===== config.mk =====
export PLATFORM = sky130hd
export DESIGN_NAME = http_response_header_parser_unit_flat
export DESIGN_NICKNAME = d
export VERILOG_FILES = /design/src/rtl/core/hrp_pkg.sv /design/src/rtl/core/hrp_in_if.sv /design/src/rtl/core/hrp_out_if.sv /design/src/rtl/core/hrp_in_stage.sv /design/src/rtl/core/hrp_parse.sv /design/src/rtl/core/hrp_out_stage.sv /design/src/rtl/core/http_response_header_parser_unit.sv /design/src/flat_wrapper.sv
export SDC_FILE = /design/constraint.sdc
export NUM_CORES = 1
export LEC_CHECK = 0
export BUFFER_PORTS_ARGS = -buffer_cell sky130_fd_sc_hd__clkbuf_2
export CAP_MARGIN = 15
export CORE_MARGIN = 1.5
export CORE_UTILIZATION = 63
export DETAILED_ROUTE_END_ITERATION = 8
export GPL_TIMING_DRIVEN = 0
export PLACE_DENSITY = 0.79
export SYNTH_ARGS = -nofsm -noshare
export SYNTH_HDL_FRONTEND = slang
export SYNTH_SLANG_ARGS = --single-unit

===== constraint.sdc =====
create_clock -name clk_i -period 5.6 [get_ports clk_i]
set_input_delay 0.28 -clock clk_i [delete_from_list [all_inputs] [get_ports clk_i]]
set_output_delay 0.28 -clock clk_i [all_outputs]
set_load 0.01 [all_outputs]

===== src/rtl/core/hrp_pkg.sv =====
// Shared types, constants and character tables of the HTTP response parser.
package hrp_pkg;

  localparam int unsigned LENGTH_BITS = 32;
  localparam int unsigned LEN_W       = LENGTH_BITS + 4;

  localparam logic [7:0] CH_CR    = 8'h0d;
  localparam logic [7:0] CH_LF    = 8'h0a;
  localparam logic [7:0] CH_COLON = 8'h3a;
  localparam logic [7:0] CH_SP    = 8'h20;
  localparam logic [7:0] CH_TAB   = 8'h09;
  localparam logic [7:0] CH_ZERO  = 8'h30;
  localparam logic [7:0] CH_NINE  = 8'h39;

  localparam logic [4:0] PREFIX_LEN  = 5'd9;
  localparam logic [4:0] LEN_HDR_LEN = 5'd14;
  localparam logic [4:0] ENC_HDR_LEN = 5'd17;
  localparam logic [4:0] IDX_MAX     = 5'd31;
  localparam logic [3:0] STATUS_MIN  = 4'd13;
  localparam logic [3:0] CODE_START  = 4'd9;
  localparam logic [3:0] LINE_MAX    = 4'd15;
  localparam logic [1:0] DIGITS_MAX  = 2'd3;

  typedef enum logic [3:0] {
    PH_PREFIX,
    PH_STATUS,
    PH_NAME,
    PH_SKIP,
    PH_VALUE,
    PH_BODY,
    PH_DONE
  } hrp_phase_e;

  typedef enum logic [2:0] {
    K_STATUS,
    K_NAME,
    K_VALUE,
    K_LINE_END,
    K_HDR_DONE,
    K_BODY,
    K_ERROR,
    K_IGNORED
  } hrp_kind_e;

  typedef struct packed {
    hrp_phase_e             phase;
    logic [4:0]             match_index;
    logic [3:0]             line_length;
    logic [9:0]             status_acc;
    logic [1:0]             status_digits;
    logic [1:0]             name_flags;
    logic                   value_digits_seen;
    logic                   value_ended;
    logic                   prev_cr;
    logic [LENGTH_BITS-1:0] length;
    logic [LENGTH_BITS-1:0] body_count;
    logic                   error;
  } hrp_state_t;

  typedef struct packed {
    hrp_kind_e   kind;
    logic [7:0]  byte_value;
    logic [9:0]  resp_code;
    logic [31:0] body_length;
    logic        last;
  } hrp_result_t;

  // "HTTP/1.1 "
  function automatic logic [7:0] prefix_char(input logic [3:0] idx);
    logic [7:0] c;
    unique case (idx)
      4'd0:    c = 8'h48;
      4'd1:    c = 8'h54;
      4'd2:    c = 8'h54;
      4'd3:    c = 8'h50;
      4'd4:    c = 8'h2f;
      4'd5:    c = 8'h31;
      4'd6:    c = 8'h2e;
      4'd7:    c = 8'h31;
      4'd8:    c = 8'h20;
      default: c = 8'h00;
    endcase
    return c;
  endfunction

  // "Content-Length"
  function automatic logic [7:0] len_char(input logic [3:0] idx);
    logic [7:0] c;
    unique case (idx)
      4'd0:    c = 8'h43;
      4'd1:    c = 8'h6f;
      4'd2:    c = 8'h6e;
      4'd3:    c = 8'h74;
      4'd4:    c = 8'h65;
      4'd5:    c = 8'h6e;
      4'd6:    c = 8'h74;
      4'd7:    c = 8'h2d;
      4'd8:    c = 8'h4c;
      4'd9:    c = 8'h65;
      4'd10:   c = 8'h6e;
      4'd11:   c = 8'h67;
      4'd12:   c = 8'h74;
      4'd13:   c = 8'h68;
      default: c = 8'h00;
    endcase
    return c;
  endfunction

  // "Transfer-Encoding"
  function automatic logic [7:0] enc_char(input logic [4:0] idx);
    logic [7:0] c;
    unique case (idx)
      5'd0:    c = 8'h54;
      5'd1:    c = 8'h72;
      5'd2:    c = 8'h61;
      5'd3:    c = 8'h6e;
      5'd4:    c = 8'h73;
      5'd5:    c = 8'h66;
      5'd6:    c = 8'h65;
      5'd7:    c = 8'h72;
      5'd8:    c = 8'h2d;
      5'd9:    c = 8'h45;
      5'd10:   c = 8'h6e;
      5'd11:   c = 8'h63;
      5'd12:   c = 8'h6f;
      5'd13:   c = 8'h64;
      5'd14:   c = 8'h69;
      5'd15:   c = 8'h6e;
      5'd16:   c = 8'h67;
      default: c = 8'h00;
    endcase
    return c;
  endfunction

endpackage


===== src/rtl/core/hrp_in_if.sv =====
// Input channel: one received byte per item.
interface hrp_in_if;
  logic       valid;
  logic       ready;
  logic [7:0] data_byte;

  modport source (output valid, output data_byte, input ready);
  modport sink (input valid, input data_byte, output ready);
endinterface


===== src/rtl/core/hrp_out_if.sv =====
// Output channel: one parse event per item.
interface hrp_out_if;
  logic        valid;
  logic        ready;
  logic [2:0]  kind;
  logic [7:0]  byte_value;
  logic [9:0]  resp_code;
  logic [31:0] body_length;
  logic        last;

  modport source (output valid, output kind, output byte_value, output resp_code,
                  output body_length, output last, input ready);
  modport sink (input valid, input kind, input byte_value, input resp_code,
                input body_length, input last, output ready);
endinterface


===== src/rtl/core/hrp_in_stage.sv =====
// Input register of the parser: holds one byte until the parse step consumes it.
module hrp_in_stage (
  input  logic       clk_i,
  input  logic       rst_ni,
  input  logic       in_valid_i,
  input  logic [7:0] in_byte_i,
  output logic       in_ready_o,
  input  logic       take_i,
  output logic       valid_o,
  output logic [7:0] byte_o
);

  logic       valid_q;
  logic [7:0] byte_q;

  assign in_ready_o = !valid_q || take_i;
  assign valid_o    = valid_q;
  assign byte_o     = byte_q;

  always_ff @(posedge clk_i or negedge rst_ni) begin
    if (!rst_ni) begin
      valid_q <= 1'b0;
    end else if (in_ready_o) begin
      valid_q <= in_valid_i;
    end
  end

  always_ff @(posedge clk_i) begin
    if (in_ready_o && in_valid_i) begin
      byte_q <= in_byte_i;
    end
  end

endmodule


===== src/rtl/core/hrp_parse.sv =====
// Parser state registers and the per-byte next-state and event logic.
module hrp_parse (
  input  logic                 clk_i,
  input  logic                 rst_ni,
  input  logic                 step_i,
  input  logic [7:0]           byte_i,
  output hrp_pkg::hrp_result_t result_o
);

  localparam int unsigned LB = hrp_pkg::LENGTH_BITS;
  localparam int unsigned LW = hrp_pkg::LEN_W;

  hrp_pkg::hrp_state_t state_q, state_d;

  logic          is_cr, is_lf, is_colon, is_blank, is_digit;
  logic [3:0]    dig;
  logic          prefix_ok;
  logic [3:0]    ll_a, ll_b;
  logic          code_take;
  logic [9:0]    acc_next;
  logic          status_bad;
  logic          len_hit, enc_hit, len_miss, enc_miss;
  logic          len_active;
  logic [LW-1:0] len_ext, len_wide;
  logic          len_ovf;
  logic          body_more, body_last;
  logic [LB-1:0] body_inc;
  logic [LB+31:0] len_pad;
  logic [31:0]   len32;
  logic          skipping;
  logic          fail;

  assign is_cr    = byte_i == hrp_pkg::CH_CR;
  assign is_lf    = byte_i == hrp_pkg::CH_LF;
  assign is_colon = byte_i == hrp_pkg::CH_COLON;
  assign is_blank = (byte_i == hrp_pkg::CH_SP) || (byte_i == hrp_pkg::CH_TAB);
  assign is_digit = (byte_i >= hrp_pkg::CH_ZERO) && (byte_i <= hrp_pkg::CH_NINE);
  assign dig      = byte_i[3:0];

  assign prefix_ok = (state_q.match_index < hrp_pkg::PREFIX_LEN) &&
                     (byte_i == hrp_pkg::prefix_char(state_q.match_index[3:0]));

  // pending CR in the status line counts as one ordinary char first
  assign ll_a = (state_q.prev_cr && state_q.line_length != hrp_pkg::LINE_MAX) ?
                state_q.line_length + 4'd1 : state_q.line_length;
  assign ll_b = (ll_a != hrp_pkg::LINE_MAX) ? ll_a + 4'd1 : ll_a;
  assign code_take = (ll_a >= hrp_pkg::CODE_START) && is_digit &&
                     (state_q.status_digits < hrp_pkg::DIGITS_MAX) &&
                     ({2'b00, state_q.status_digits} == ll_a - hrp_pkg::CODE_START);
  assign acc_next = (state_q.status_acc << 3) + (state_q.status_acc << 1) + {6'd0, dig};
  assign status_bad = (state_q.line_length < hrp_pkg::STATUS_MIN) ||
                      (state_q.status_digits == 2'd0);

  assign len_hit  = state_q.name_flags[0] && (state_q.match_index == hrp_pkg::LEN_HDR_LEN);
  assign enc_hit  = state_q.name_flags[1] && (state_q.match_index == hrp_pkg::ENC_HDR_LEN);
  assign len_miss = (state_q.match_index >= hrp_pkg::LEN_HDR_LEN) ||
                    (byte_i != hrp_pkg::len_char(state_q.match_index[3:0]));
  assign enc_miss = (state_q.match_index >= hrp_pkg::ENC_HDR_LEN) ||
                    (byte_i != hrp_pkg::enc_char(state_q.match_index));

  assign len_active = state_q.name_flags[0] && !state_q.value_ended;
  assign len_ext    = {4'd0, state_q.length};
  assign len_wide   = (len_ext << 3) + (len_ext << 1) + LW'(dig);
  assign len_ovf    = |len_wide[LW-1:LB];

  assign body_more = state_q.body_count < state_q.length;
  assign body_inc  = state_q.body_count + LB'(1);
  assign body_last = body_inc == state_q.length;

  assign len_pad = {32'd0, state_q.length};
  assign len32   = len_pad[31:0];

  assign skipping = (state_q.phase == hrp_pkg::PH_SKIP) && is_blank;

  always_comb begin
    fail = 1'b0;
    if (state_q.error) begin
      fail = 1'b1;
    end else begin
      unique case (state_q.phase)
        hrp_pkg::PH_PREFIX: fail = !prefix_ok;
        hrp_pkg::PH_STATUS: fail = state_q.prev_cr && is_lf && status_bad;
        hrp_pkg::PH_NAME: begin
          if (state_q.prev_cr) begin
            fail = !is_lf;
          end else if (is_cr) begin
            fail = state_q.match_index != 5'd0;
          end else begin
            fail = is_colon && enc_hit;
          end
        end
        hrp_pkg::PH_SKIP, hrp_pkg::PH_VALUE: begin
          if (state_q.prev_cr) begin
            fail = !is_lf || (state_q.name_flags[0] && !state_q.value_digits_seen);
          end else begin
            fail = !is_cr && !skipping && len_active && is_digit && len_ovf;
          end
        end
        default: fail = 1'b0;
      endcase
    end
  end

  // next state
  always_comb begin
    state_d = state_q;
    if (fail) begin
      state_d.error = 1'b1;
    end else begin
      unique case (state_q.phase)
        hrp_pkg::PH_PREFIX: begin
          state_d.match_index = state_q.match_index + 5'd1;
          if (state_q.match_index == hrp_pkg::PREFIX_LEN - 5'd1) begin
            state_d.line_length = hrp_pkg::CODE_START;
            state_d.phase       = hrp_pkg::PH_STATUS;
          end
        end
        hrp_pkg::PH_STATUS: begin
          if (state_q.prev_cr && is_lf) begin
            state_d.match_index = 5'd0;
            state_d.name_flags  = 2'b11;
            state_d.prev_cr     = 1'b0;
            state_d.phase       = hrp_pkg::PH_NAME;
          end else if (is_cr) begin
            state_d.prev_cr     = 1'b1;
            state_d.line_length = ll_a;
          end else begin
            state_d.prev_cr     = 1'b0;
            state_d.line_length = ll_b;
            if (code_take) begin
              state_d.status_acc    = acc_next;
              state_d.status_digits = state_q.status_digits + 2'd1;
            end
          end
        end
        hrp_pkg::PH_NAME: begin
          if (state_q.prev_cr) begin
            state_d.prev_cr = 1'b0;
            state_d.phase   = (state_q.length == '0) ? hrp_pkg::PH_DONE : hrp_pkg::PH_BODY;
          end else if (is_cr) begin
            state_d.prev_cr = 1'b1;
          end else if (is_colon) begin
            state_d.name_flags = {1'b0, len_hit};
            if (len_hit) begin
              state_d.length            = '0;
              state_d.value_digits_seen = 1'b0;
              state_d.value_ended       = 1'b0;
            end
            state_d.phase = hrp_pkg::PH_SKIP;
          end else begin
            state_d.name_flags[0] = state_q.name_flags[0] && !len_miss;
            state_d.name_flags[1] = state_q.name_flags[1] && !enc_miss;
            if (state_q.match_index != hrp_pkg::IDX_MAX) begin
              state_d.match_index = state_q.match_index + 5'd1;
            end
          end
        end
        hrp_pkg::PH_SKIP, hrp_pkg::PH_VALUE: begin
          if (state_q.prev_cr) begin
            state_d.match_index = 5'd0;
            state_d.name_flags  = 2'b11;
            state_d.prev_cr     = 1'b0;
            state_d.phase       = hrp_pkg::PH_NAME;
          end else if (is_cr) begin
            state_d.prev_cr = 1'b1;
          end else if (!skipping) begin
            state_d.phase = hrp_pkg::PH_VALUE;
            if (len_active) begin
              if (is_digit) begin
                state_d.length            = len_wide[LB-1:0];
                state_d.value_digits_seen = 1'b1;
              end else begin
                state_d.value_ended = 1'b1;
              end
            end
          end
        end
        hrp_pkg::PH_BODY: begin
          if (body_more) begin
            state_d.body_count = body_inc;
            if (body_last) begin
              state_d.phase = hrp_pkg::PH_DONE;
            end
          end else begin
            state_d.phase = hrp_pkg::PH_DONE;
          end
        end
        default: state_d = state_q;
      endcase
    end
  end

  // event for this byte
  always_comb begin
    result_o = '{kind: hrp_pkg::K_IGNORED, byte_value: 8'd0, resp_code: 10'd0,
                 body_length: 32'd0, last: 1'b0};
    if (fail) begin
      result_o.kind = hrp_pkg::K_ERROR;
    end else begin
      unique case (state_q.phase)
        hrp_pkg::PH_PREFIX, hrp_pkg::PH_STATUS: result_o.kind = hrp_pkg::K_STATUS;
        hrp_pkg::PH_NAME: begin
          if (state_q.prev_cr) begin
            result_o.kind        = hrp_pkg::K_HDR_DONE;
            result_o.resp_code   = state_q.status_acc;
            result_o.body_length = len32;
            result_o.last        = state_q.length == '0;
          end else if (!is_cr && !is_colon) begin
            result_o.kind       = hrp_pkg::K_NAME;
            result_o.byte_value = byte_i;
          end
        end
        hrp_pkg::PH_SKIP, hrp_pkg::PH_VALUE: begin
          if (state_q.prev_cr) begin
            result_o.kind = hrp_pkg::K_LINE_END;
          end else if (!is_cr && !skipping) begin
            result_o.kind       = hrp_pkg::K_VALUE;
            result_o.byte_value = byte_i;
          end
        end
        hrp_pkg::PH_BODY: begin
          if (body_more) begin
            result_o.kind       = hrp_pkg::K_BODY;
            result_o.byte_value = byte_i;
            result_o.last       = body_last;
          end
        end
        default: result_o.kind = hrp_pkg::K_IGNORED;
      endcase
    end
  end

  always_ff @(posedge clk_i or negedge rst_ni) begin
    if (!rst_ni) begin
      state_q <= '{phase: hrp_pkg::PH_PREFIX, match_index: 5'd0, line_length: 4'd0,
                   status_acc: 10'd0, status_digits: 2'd0, name_flags: 2'b11,
                   value_digits_seen: 1'b0, value_ended: 1'b0, prev_cr: 1'b0,
                   length: '0, body_count: '0, error: 1'b0};
    end else if (step_i) begin
      state_q <= state_d;
    end
  end

`ifndef SYNTHESIS
  a_error_sticky: assert property (@(posedge clk_i) disable iff (!rst_ni)
    state_q.error |=> state_q.error)
    else $error("error latch cleared");
  a_fail_latches: assert property (@(posedge clk_i) disable iff (!rst_ni)
    (step_i && fail) |=> (state_q.error && $past(result_o.kind) == hrp_pkg::K_ERROR))
    else $error("failed byte did not latch error");
  a_body_bound: assert property (@(posedge clk_i) disable iff (!rst_ni)
    (state_q.phase == hrp_pkg::PH_BODY) |-> (state_q.body_count < state_q.length))
    else $error("body count reached length while still in body");
  a_prefix_bound: assert property (@(posedge clk_i) disable iff (!rst_ni)
    (state_q.phase == hrp_pkg::PH_PREFIX) |-> (state_q.match_index < hrp_pkg::PREFIX_LEN))
    else $error("prefix index out of range");
`endif

endmodule


===== src/rtl/core/hrp_out_stage.sv =====
// Result register of the parser, driving the output channel.
module hrp_out_stage (
  input  logic                 clk_i,
  input  logic                 rst_ni,
  input  logic                 load_i,
  input  hrp_pkg::hrp_result_t result_i,
  output logic                 free_o,
  hrp_out_if.source            out_o
);

  logic                 valid_q;
  hrp_pkg::hrp_result_t result_q;

  assign free_o = !valid_q || out_o.ready;

  always_ff @(posedge clk_i or negedge rst_ni) begin
    if (!rst_ni) begin
      valid_q <= 1'b0;
    end else if (free_o) begin
      valid_q <= load_i;
    end
  end

  always_ff @(posedge clk_i) begin
    if (free_o && load_i) begin
      result_q <= result_i;
    end
  end

  assign out_o.valid       = valid_q;
  assign out_o.kind        = result_q.kind;
  assign out_o.byte_value  = result_q.byte_value;
  assign out_o.resp_code   = result_q.resp_code;
  assign out_o.body_length = result_q.body_length;
  assign out_o.last        = result_q.last;

endmodule


===== src/rtl/core/http_response_header_parser_unit.sv =====
// HTTP/1.1 response parser: byte stream in, one tagged event per byte out.
//
// in_i carries one received byte per item (data_byte); out_o returns exactly one
// event per byte: kind, byte_value, resp_code, body_length and last.
// Both channels use valid/ready; an item moves when both are high at clk_i.
// The byte is registered on entry, parsed combinationally against the header
// state and the event is registered on exit: out_o.valid rises when the parsed
// event moves from the input register into the output register, and one byte
// per cycle is taken continuously while out_o.ready stays high.
// The rate is set by the state update of the parse step; the
// widest path there is the content-length multiply-by-ten and overflow check.
// When out_o.ready is low, the held event stays put, one more byte waits in
// the input register, and in_i.ready drops once both registers are full.
// rst_ni (asynchronous, active low) empties both registers and returns the
// parser to matching the status line prefix with a zero content length.
// Once a protocol error is seen, every further byte answers an error event
// until reset.
module http_response_header_parser_unit (
  input  logic      clk_i,
  input  logic      rst_ni,
  hrp_in_if.sink    in_i,
  hrp_out_if.source out_o
);

  logic                 held_valid;
  logic [7:0]           held_byte;
  logic                 out_free;
  logic                 step;
  hrp_pkg::hrp_result_t result;

  assign step = held_valid && out_free;

  hrp_in_stage u_in_stage (
    .clk_i      (clk_i),
    .rst_ni     (rst_ni),
    .in_valid_i (in_i.valid),
    .in_byte_i  (in_i.data_byte),
    .in_ready_o (in_i.ready),
    .take_i     (step),
    .valid_o    (held_valid),
    .byte_o     (held_byte)
  );

  hrp_parse u_parse (
    .clk_i    (clk_i),
    .rst_ni   (rst_ni),
    .step_i   (step),
    .byte_i   (held_byte),
    .result_o (result)
  );

  hrp_out_stage u_out_stage (
    .clk_i    (clk_i),
    .rst_ni   (rst_ni),
    .load_i   (held_valid),
    .result_i (result),
    .free_o   (out_free),
    .out_o    (out_o)
  );

endmodule


===== src/flat_wrapper.sv =====
// flat-port wrapper written by rule: the top's interface ports become plain ports
module http_response_header_parser_unit_flat 
  (clk_i, rst_ni, in_i_valid, in_i_data_byte, in_i_ready, out_o_valid, out_o_kind, out_o_byte_value, out_o_resp_code, out_o_body_length, out_o_last, out_o_ready);
  hrp_in_if in_i_i ();
  hrp_out_if out_o_i ();
  input  logic clk_i;
  input  logic rst_ni;
  input wire logic [$bits(in_i_i.valid)-1:0] in_i_valid;
  input wire logic [$bits(in_i_i.data_byte)-1:0] in_i_data_byte;
  output wire logic [$bits(in_i_i.ready)-1:0] in_i_ready;
  output wire logic [$bits(out_o_i.valid)-1:0] out_o_valid;
  output wire logic [$bits(out_o_i.kind)-1:0] out_o_kind;
  output wire logic [$bits(out_o_i.byte_value)-1:0] out_o_byte_value;
  output wire logic [$bits(out_o_i.resp_code)-1:0] out_o_resp_code;
  output wire logic [$bits(out_o_i.body_length)-1:0] out_o_body_length;
  output wire logic [$bits(out_o_i.last)-1:0] out_o_last;
  input wire logic [$bits(out_o_i.ready)-1:0] out_o_ready;
  assign in_i_i.valid = in_i_valid;
  assign in_i_i.data_byte = in_i_data_byte;
  assign in_i_ready = in_i_i.ready;
  assign out_o_valid = out_o_i.valid;
  assign out_o_kind = out_o_i.kind;
  assign out_o_byte_value = out_o_i.byte_value;
  assign out_o_resp_code = out_o_i.resp_code;
  assign out_o_body_length = out_o_i.body_length;
  assign out_o_last = out_o_i.last;
  assign out_o_i.ready = out_o_ready;
  http_response_header_parser_unit u_core (.clk_i(clk_i), .rst_ni(rst_ni), .in_i(in_i_i), .out_o(out_o_i));
endmodule

==> results of run 1 <==
[per-layer routing]
metal,wire length [µm],vias to the layer above,global-route usage (%)
li1,-,5088,-
met1,14000,5066,42.3
met2,15400,480,53.6
met3,2250,111,5.83
met4,1470,0,15.6
met5,0,-,0
[worst max-delay path by stage]
stage	startpoint	to	slack (ps)
2_1_floorplan	u_core.u_in_stage.byte_o[3]	u_core.u_out_stage.out_o.body_length[0]	1560
3_3_place_gp	u_core.u_in_stage.byte_o[3]	u_core.u_parse.len32[16]	500
3_5_place_dp	u_core.u_in_stage.byte_o[3]	u_core.u_parse.len32[18]	540
4_1_cts	u_core.u_in_stage.byte_o[3]	u_core.u_parse.len32[18]	490
5_1_grt	u_core.u_in_stage.byte_o[3]	u_core.u_parse.len32[30]	210
6_report	u_core.u_in_stage.byte_o[3]	u_core.u_parse.len32[23]	410
[metrics by stage]
| stage | cells | utilization, % |
|---|---|---|
| finish | 1708 | 71.0 |
| global route | 1708 | 71.0 |
| CTS | 1708 | 71.0 |
| detailed placement | 1675 | 68.1 |
| global placement | 1673 | 67.8 |
| floorplan | 1341 | - |
[cell type report]
class / count / area (µm²)
multi-input combinational: 1059 / 7800
fill: 1541 / 5690
sequential: 158 / 4270
clock buffer: 19 / 433
timing repair buffer: 70 / 395
tap: 265 / 332
buffer: 58 / 308
inverter: 66 / 248
clock inverter: 13 / 119
[synthesized netlist by cell type (12+ instances only)]
library cell	count	area, µm²
nand2_1	100	375
clkbuf_1	24	90.1
a31oi_1	14	87.6
and2_1	27	169
edfxtp_1	62	1860
a21oi_1	67	335
nand4_1	40	250
nor3_1	37	185
buf_2	20	100
nor4_1	22	138
a211oi_1	16	120
nand2b_1	20	125
dfrtp_1	94	2350
and2_4	35	307
o21a_1	13	97.6
mux2i_1	34	340
xor2_1	54	473
ha_1	125	1560
xnor2_1	71	622
o21ai_0	55	275
inv_1	62	233
mux2_2	16	180
and3_1	16	100
o211ai_1	12	90.1
a21o_1	22	165
nand3_1	48	240
nor2_1	80	300
[registers in the layout, indices dropped and copies added, names as in the netlist]
signal	count
u_core.u_parse.state_q	62
u_core.u_out_stage.out_o.body_length	32
u_core.u_parse.len32	32
u_core.u_out_stage.out_o.resp_code	10
u_core.u_in_stage.byte_o	8
u_core.u_out_stage.out_o.byte_value	8
u_core.u_out_stage.out_o.kind	3
u_core.u_in_stage.valid_o	1
u_core.u_out_stage.out_o.last	1
u_core.u_out_stage.out_o.valid	1
[report_power, final]
part / switching, mW / internal, mW / leakage, nW
combinational: 0.198 / 0.122 / 4.39
clock: 0.498 / 0.612 / 0.261
sequential: 0.0430 / 1.26 / 1.75
[cells by family after synthesis]
group / after synthesis / synth area share [%]
buffers and inverters: 124 / 4.40
XOR/XNOR: 125 / 8.67
adder cells (fa/ha/maj): 129 / 13.0
AND/OR/NAND/NOR: 477 / 21.1
multiplexers: 55 / 4.78
AO/OA/AOI/OAI: 273 / 14.3
flip-flops: 158 / 33.8
[timing repair]
item,CTS,global route
endpoints found under the hold margin,48,0
hold buffers,1,0
endpoints found under the setup margin,0,0
gates resized for setup,0,0
[worst register-to-register path: stages, from the launching register on]
cell and delay (ps):
edfxtp_1 440, clkbuf_1 320, inv_2 190, fa_1 580, inv_1 60, ha_1 300
a211oi_1 250, o21ai_1 190, o211ai_1 290, a31o_1 290, a21oi_1 110, o31ai_2 600
a311oi_4 320, nor2_4 320, buf_2 330, nand3_1 280, o2bb2ai_1 250
==> summary.txt, run 1 <==
Floorplan
  • Initial Utilization: between 60% and 70%
  • Die Area: 20900 µm²
  • I/O Pins: 68
  • Die height: ~140 µm
  • Die X: between 100 and 150 µm
  • Standard-cell rows: 51
  • Core area: 19600 µm²

Critical path
  • Reg-to-reg startpoint: u_core.u_in_stage.byte_o[3]
  • Critical R2R Capture: u_core.u_parse.len32[23]
  • R2R Setup Slk: 410 ps
  • FF-to-FF path depth: 16
  • Critical path type: reg2reg
  • Crit path max-delay family: compound AO/OA/AOI/OAI gates
  • Critical path data arrival time: 5550 ps
  • WP data required: 5950 ps
  • CP bufs+invs: 4
  • CP endpoint kind: register
  • CP peak stage delay: 600 ps
  • Critical path depth: 16
  • CP startpoint kind: register
  • Critical path's slowest cell: o31ai_2
  • Crit path cell chain: clkbuf_1 -> inv_2 -> fa_1 -> inv_1 -> ha_1 -> a211oi_1 -> o21ai_1 -> o211ai_1 -> a31o_1 -> a21oi_1 -> o31ai_2 -> a311oi_4 -> nor2_4 -> buf_2 -> nand3_1 -> o2bb2ai_1
  • Worst-path fanout max: 10

Worst hold path
  • Min-delay src: in_i_data_byte[7]
  • Sink of the worst hold path: u_core.u_in_stage.byte_o[7]
  • Worst min path class: in2reg
  • Hold depth: 1

STA
  • Final setup viols: 0
  • Setup WS post-layout: 408 ps
  • Setup Total Neg Slack: 0 ps
  • Final hold violation count: 0
  • Final-report max-slew violation count: 0
  • Final hold slack: 19.5 ps
  • Rel. slew slack: 31.9%
  • Max Fclk: 193 MHz
  • Unrepaired setup endpoints after global routing: false
  • Slew @ Worst Pin: around 1000 ps
  • Skew final: 8.44 ps
  • Fin crit period: about 5200 ps
  • Period utilisation layout: 92.7%

Synth
  • Sequential fraction of the synthesis area: 33.8%
  • Post-Syn Area: 12600 µm²
  • #FFs+latches synth: 158
  • Post-synth EDFFs: 62
  • Fraction of registers with async set/reset: about 61%
  • Syn Nets: 1482
  • Top_reg_cell synth: dfrtp_1
  • Syn Inst Count: 1341
  • YS warnings: 0
  • Post-synth cell types: 92
  • Post-Syn Area per Cell: 9.41 µm²

Clock network
  • CTS tree: done
  • Post-CTS setup repair buffer count: 0
  • Clk_lat worst skew: about 440 ps
  • Clk buf depth: 2
  • CTS root buffer: clkbuf_16
  • CTS Buf Count: 17
  • Clock slew at reported path FFs: ~70 ps
  • Clock sink count: about 160
  • # H-tree levels: 4

Place
  • Post-DP HPWL: 25100 µm
  • Placed Area: 13300 µm²
  • Port Buf Inserts: 67
  • GPL Wtd Cong: a little under 1
  • Place WS: 542 ps

Pwr
  • PD cells: 197 nW/µm²
  • Overall Power: 2.73 mW
  • Leak: 6.40 nW
  • Max VDD drop: 0.146 mV

Detailed routing
  • Vias: 10700
  • Total Wirelength: 33100 µm
  • Pre-antenna DRT Iters: 6
  • Drt wl/cell: 19.4 µm
  • Antenna Nets Post-Route: 0
  • 1st-iter DRT viols: 828
  • Residual DRC: 0
  • Via density per instance: 6.29

Final layout
  • Most frequent cells in the layout: ha_1, nand2_1, dfrtp_1
  • Share of post-route cells with drive strength above 1: between 10 and 15%
  • Nets: 1571
  • Synthesis-to-finish area growth: 10.1%
  • Commonest non-fill, non-tap cell in the layout: ha_1
  • Design area: around 14000 µm²
  • ANT cells: 0

Job
  • Max-Cap Viols: 0

Global routing
  • Initial antenna violation count: 0
  • Global-route wire length before repair: 52900 µm
  • Vias in the first global route: 10500
  • Global route overflow: 0
  • Global-route usage over all layers: 32.8%
  • Largest net degree at the start of global routing: 50

Status
  • Status: finished clean
Power figures use the tool's default switching activity.
==> run 2: changes to the inputs <==
--- a/config.mk
+++ b/config.mk
@@ -11,7 +11,7 @@
 export CORE_UTILIZATION = 63
 export DETAILED_ROUTE_END_ITERATION = 8
 export GPL_TIMING_DRIVEN = 0
-export PLACE_DENSITY = 0.79
+export PLACE_DENSITY = 0.82
 export SYNTH_ARGS = -nofsm -noshare
 export SYNTH_HDL_FRONTEND = slang
 export SYNTH_SLANG_ARGS = --single-unit
==> summary.txt, run 2 (synthesis results as in run 1) <==
Status
  • Status: finished clean

STA
  • Final-report max-slew violation count: 0
  • Skew final: between 10 and 15 ps
  • Final hold slack: 13.8 ps
  • Unrepaired setup endpoints after global routing: false
  • Rel. slew slack: between 30% and 40%
  • Slew @ Worst Pin: 1010 ps
  • Final setup viols: 0
  • Period utilisation layout: 93.9%
  • Max Fclk: around 190 MHz
  • Fin crit period: 5260 ps
  • Final hold violation count: 0
  • Setup Total Neg Slack: 0 ps

Clock network
  • CTS tree: done
  • Clock slew at reported path FFs: 70 ps
  • Clock sink count: 158
  • Clk buf depth: 2
  • CTS root buffer: clkbuf_16
  • # H-tree levels: 4
  • Clk_lat worst skew: 440 ps
  • CTS Buf Count: 17

Floorplan
  • I/O Pins: 68
  • Core area: ~20000 µm²
  • Initial Utilization: 64.4%
  • Standard-cell rows: 51
  • Die height: between 100 and 150 µm
  • Die Area: between 20000 and 25000 µm²
  • Die X: 145 µm

Detailed routing
  • Via density per instance: ~6.3
  • Vias: 10800
  • Residual DRC: 0
  • Pre-antenna DRT Iters: 6
  • 1st-iter DRT viols: around 830
  • Total Wirelength: 33800 µm
  • Drt wl/cell: between 15 and 20 µm
  • Antenna Nets Post-Route: 0

Job
  • Max-Cap Viols: 0

Global routing
  • Vias in the first global route: 10400
  • Global-route wire length before repair: 54100 µm
  • Initial antenna violation count: 1
  • Global-route usage over all layers: 33.7%
  • Met3 Usage GRT: 5.63%
  • Met1 Use GR: 43.9%
  • Most Crowded Layer GR: met2
  • Largest net degree at the start of global routing: between 60 and 70
  • Met2 Usage GRT: 55.0%
  • Global route overflow: 0

Final layout
  • Number of flip-flops under the largest register name: 62
  • Finished Core Util: 71.1%
  • Design area: 13900 µm²
  • ANT cells: 0
  • Nets: 1571
  • Largest reg by FF count: u_core.u_parse.state_q
  • Share of post-route cells with drive strength above 1: 15.0%
  • Commonest non-fill, non-tap cell in the layout: ha_1
  • Synthesis-to-finish area growth: 10.3%
  • Most frequent cells in the layout: ha_1, nand2_1, dfrtp_1

Critical path
  • WP data required: ~5800 ps
  • Reg-to-reg startpoint: u_core.u_in_stage.byte_o[3]
  • CP startpoint kind: register
  • Critical path data arrival time: 5460 ps
  • FF-to-FF path depth: 15
  • CP endpoint kind: register
  • Worst-path fanout max: 10
  • Critical path type: reg2reg
  • R2R Setup Slk: 340 ps
  • Critical R2R Capture: u_core.u_out_stage.out_o.body_length[2]

Pwr
  • Max VDD drop: 0.194 mV
  • PD cells: 199 nW/µm²
  • Leak: 6.41 nW

Place
  • Placed Area: 13300 µm²
  • Post-DP HPWL: around 26000 µm
  • Port Buf Inserts: 67
  • GPL Wtd Cong: 0.953

Worst hold path
  • Min-delay src: in_i_data_byte[5]
  • Hold depth: 1
  • Worst min path class: in2reg
  • Sink of the worst hold path: u_core.u_in_stage.byte_o[5]
[run 2: cell count changes in the layout (fill, tap and decap cells not counted)]
cell,delta
clkbuf_1,-2
clkinv_2,-1
inv_6,+4
clkbuf_8,+1
clkinv_4,-2
[run 2: through the flow]
| step | setup slack (ps) | std cells | total power [mW] |
|---|---|---|---|
| floorplan | 1560 | 1341 | 1.52 |
| global placement | 490 | 1673 | 1.62 |
| detailed placement | 448 | 1675 | 1.63 |
| CTS | 410 | 1708 | 2.76 |
| global route | 210 | 1708 | 2.85 |
| finish | 342 | 1708 | 2.77 |
[run 2: worst max-delay path by stage]
stage	depth (start not counted)	to	from
final	15	u_core.u_out_stage.out_o.body_length[2]	u_core.u_in_stage.byte_o[3]
after global routing	15	u_core.u_out_stage.out_o.body_length[2]	u_core.u_in_stage.byte_o[3]
after CTS	16	u_core.u_parse.len32[16]	u_core.u_in_stage.byte_o[3]
after detailed placement	16	u_core.u_parse.len32[16]	u_core.u_in_stage.byte_o[3]
after global placement	16	u_core.u_parse.len32[15]	u_core.u_in_stage.byte_o[3]
after floorplan	15	u_core.u_out_stage.out_o.body_length[0]	u_core.u_in_stage.byte_o[3]
[run 2: where the power goes]
group / total (mW) / internal (mW) / switching (mW)
clock: 1.14 / 0.629 / 0.515
combinational: 0.321 / 0.123 / 0.197
sequential: 1.30 / 1.26 / 0.0456
total: 2.77 / 2.01 / 0.758
[run 2: critical path, cell delays in order (launching register included)]
cell and delay, ps:
edfxtp_1 460, clkbuf_1 320, inv_2 190, fa_1 530
fa_1 470, nand2b_1 210, a21oi_1 260, o21ai_1 200
a31oi_1 500, or4_1 200, nand3_1 260, a311oi_4 640
nor2_2 180, and3_4 270, buf_6 170, and2_4 160
[run 2: what timing repair did]
action,CTS,global route
gates resized for setup,0,0
buffers inserted,0,0
endpoints found under the setup margin,0,0
hold endpoints to repair,32,0
hold buffers,1,0
[run 2: per-layer routing]
layer	wire length (µm)	part of all wire [%]
met1	14100	42
met2	15900	47
met3	2470	7.3
met4	1340	3.9
met5	14	0.041
[run 2: cell type report]
cell class              count  area (µm²)
multi-input cells        1059        7800
fillers                  1555        5670
flip-flops and latches    158        4270
clock buffers              18         439
repair buffers             70         395
well taps                 265         332
plain buffers              58         308
inverters                  66         248
clock inverters            14         131
==> run 3: changes to the inputs <==
--- a/config.mk
+++ b/config.mk
@@ -8,10 +8,10 @@
 export BUFFER_PORTS_ARGS = -buffer_cell sky130_fd_sc_hd__clkbuf_2
 export CAP_MARGIN = 15
 export CORE_MARGIN = 1.5
-export CORE_UTILIZATION = 63
+export CORE_UTILIZATION = 65
 export DETAILED_ROUTE_END_ITERATION = 8
 export GPL_TIMING_DRIVEN = 0
-export PLACE_DENSITY = 0.82
+export PLACE_DENSITY = 0.84
 export SYNTH_ARGS = -nofsm -noshare
 export SYNTH_HDL_FRONTEND = slang
 export SYNTH_SLANG_ARGS = --single-unit
==> constraint.sdc (replaced) <==
create_clock -name clk_i -period 6.7 [get_ports clk_i]
set_input_delay 0.335 -clock clk_i [delete_from_list [all_inputs] [get_ports clk_i]]
set_output_delay 0.335 -clock clk_i [all_outputs]
set_load 0.01 [all_outputs]
==> summary.txt, run 3 (synthesis results as in run 1) <==
Status
  • Status: finished with violations
  • Violated checks: negative hold slack

Final layout
  • Share of post-route cells with drive strength above 1: between 10% and 20%
  • ANT cells: 0
  • Synthesis-to-finish area growth: 10.4%
  • Commonest non-fill, non-tap cell in the layout: ha_1
  • Nets: 1570
  • Fillcell total: 1416
  • Largest reg by FF count: u_core.u_parse.state_q
  • Most frequent cells in the layout: ha_1, nand2_1, dfrtp_1
  • Number of flip-flops under the largest register name: 62

Detailed routing
  • Antenna Nets Post-Route: 0
  • Vias: 10900
  • Residual DRC: 0
  • Total Wirelength: 33600 µm
  • Drt wl/cell: 19.8 µm
  • Via density per instance: 6.42
  • Pre-antenna DRT Iters: 5
  • 1st-iter DRT viols: 927

Pwr
  • Overall Power: 2.37 mW
  • Max VDD drop: approximately 0.13 mV
  • PD cells: 170 nW/µm²
  • Combinational share of power: a little under an eighth
  • Leak: 6.43 nW
  • Pint: 1.72 mW
  • Sw Share: ~27%
  • Seq pwr share: 46.0%
  • Clock Power Share: between 40% and 50%
  • Psw: 0.649 mW

STA
  • Final-report max-slew violation count: 0
  • Skew final: between 15 and 20 ps
  • Final setup viols: 0
  • Period utilisation layout: 77.5%
  • Final hold slack: -2.93 ps
  • Final hold violation count: 2
  • Slew @ Worst Pin: 1040 ps
  • Unrepaired setup endpoints after global routing: false
  • Setup Total Neg Slack: 0 ps
  • Fin crit period: around 5200 ps
  • Max Fclk: 192 MHz
  • Rel. slew slack: 30.5%

Clock network
  • Clk buf depth: 2
  • Post-CTS setup repair buffer count: 0
  • CTS Buf Count: 17
  • Resize count post-CTS: 0
  • Clock slew at reported path FFs: 70 ps
  • # H-tree levels: 4
  • Clock sink count: about 160
  • Clk_lat worst skew: 450 ps
  • CTS tree: done
  • CTS root buffer: clkbuf_16
  • CTS hold repair buffers: 0

Critical path
  • CP bufs+invs: 3
  • CP peak stage delay: between 600 and 700 ps
  • CP most frequent cell: fa_1
  • Reg-to-reg startpoint: u_core.u_in_stage.byte_o[3]
  • Worst-path fanout max: 10
  • Critical path data arrival time: 5390 ps
  • Critical path type: reg2reg
  • Critical R2R Capture: u_core.u_out_stage.out_o.body_length[2]
  • Crit path cell chain: clkbuf_1 -> inv_2 -> fa_1 -> fa_1 -> nand2b_1 -> a21oi_1 -> o21ai_1 -> a31oi_1 -> or4_1 -> nand3_1 -> a311oi_4 -> nor2_2 -> and3_4 -> buf_6 -> and2_4
  • Crit path max-delay family: compound AO/OA/AOI/OAI gates
  • FF-to-FF path depth: 15
  • R2R Setup Slk: 1510 ps
  • CP startpoint kind: register
  • Critical path's slowest cell: a311oi_4
  • WP data required: 6900 ps
  • Crit path from: u_core.u_in_stage.byte_o[3]
  • CP endpoint kind: register
  • Critical path depth: 15

Floorplan
  • Die height: 142 µm
  • Initial Utilization: between 60% and 70%
  • Die X: around 140 µm
  • Die Area: 20300 µm²
  • Core area: 18900 µm²
  • Standard-cell rows: 50
  • I/O Pins: 68

Global routing
  • Largest net degree at the start of global routing: 54
  • Initial antenna violation count: 0
  • Global route overflow: 0
  • Vias in the first global route: about 11000
  • Global-route wire length before repair: ~54000 µm
  • Global-route usage over all layers: 34.4%

Place
  • Port Buf Inserts: 67
  • GPL Wtd Cong: 0.979
  • Post-DP HPWL: 25200 µm

Worst hold path
  • Worst min path class: in2async

Job
  • Max-Cap Viols: 0
## run 3: cell count changes in the layout (fill, tap and decap cells not counted)
cell,change
bufinv_16,+1
clkinv_2,+1
clkbuf_8,-1
clkinvlp_4,-3
dlygate4sd3_1,-1
inv_8,+3
clkinv_4,+1
clkinv_1,-1
inv_6,-1
## run 3: layout make-up
class	count	area [µm²]	area share (%)
multi-input combinational	1059	7800	56.0
inverter	66	248	1.78
tap	260	325	2.33
clock inverter	15	174	1.25
sequential	158	4270	30.6
timing repair buffer	69	385	2.77
buffer	58	308	2.21
clock buffer	17	425	3.05
## run 3: worst max path at each step
| stage | end |
|---|---|
| 2_1_floorplan | u_core.u_out_stage.out_o.body_length[0] |
| 3_3_place_gp | u_core.u_out_stage.out_o.body_length[1] |
| 4_1_cts | u_core.u_out_stage.out_o.body_length[2] |
| 3_5_place_dp | u_core.u_out_stage.out_o.body_length[1] |
| 6_report | u_core.u_out_stage.out_o.body_length[2] |
| 5_1_grt | u_core.u_out_stage.out_o.body_length[2] |
## run 3: metrics by stage
| step | cells | setup WS [ps] | instance area (µm²) | hold WS, ps | util [%] |
|---|---|---|---|---|---|
| floorplan | 1341 | 2660 | 12600 | 39.4 | - |
| global placement | 1668 | 1660 | 13300 | 492 | 70.3 |
| detailed placement | 1670 | 1610 | 13300 | 494 | 70.6 |
| CTS | 1702 | 1580 | 13900 | 30.1 | 73.8 |
| global route | 1702 | 1250 | 13900 | 56.3 | 73.8 |
| finish | 1702 | 1510 | 13900 | -2.93 | 73.8 |
## run 3: power by group through the flow
stage | sequential (mW) | combinational (mW) | clock [mW]
global route | 1.09 | 0.291 | 1.04
finish | 1.09 | 0.269 | 1.01
detailed placement | 1.11 | 0.255 | 0
global placement | 1.11 | 0.245 | 0
CTS | 1.09 | 0.266 | 1.01
floorplan | 1.11 | 0.164 | 0
## run 3: per-layer routing
layer / routed length [µm] / track usage [%] / vias to the layer above
li1: - / - / 5079
met1: 13900 / 45.5 / 5206
met2: 15700 / 55.8 / 514
met3: 2570 / 5.79 / 124
met4: 1440 / 14.8 / 0
met5: 0 / 0 / -
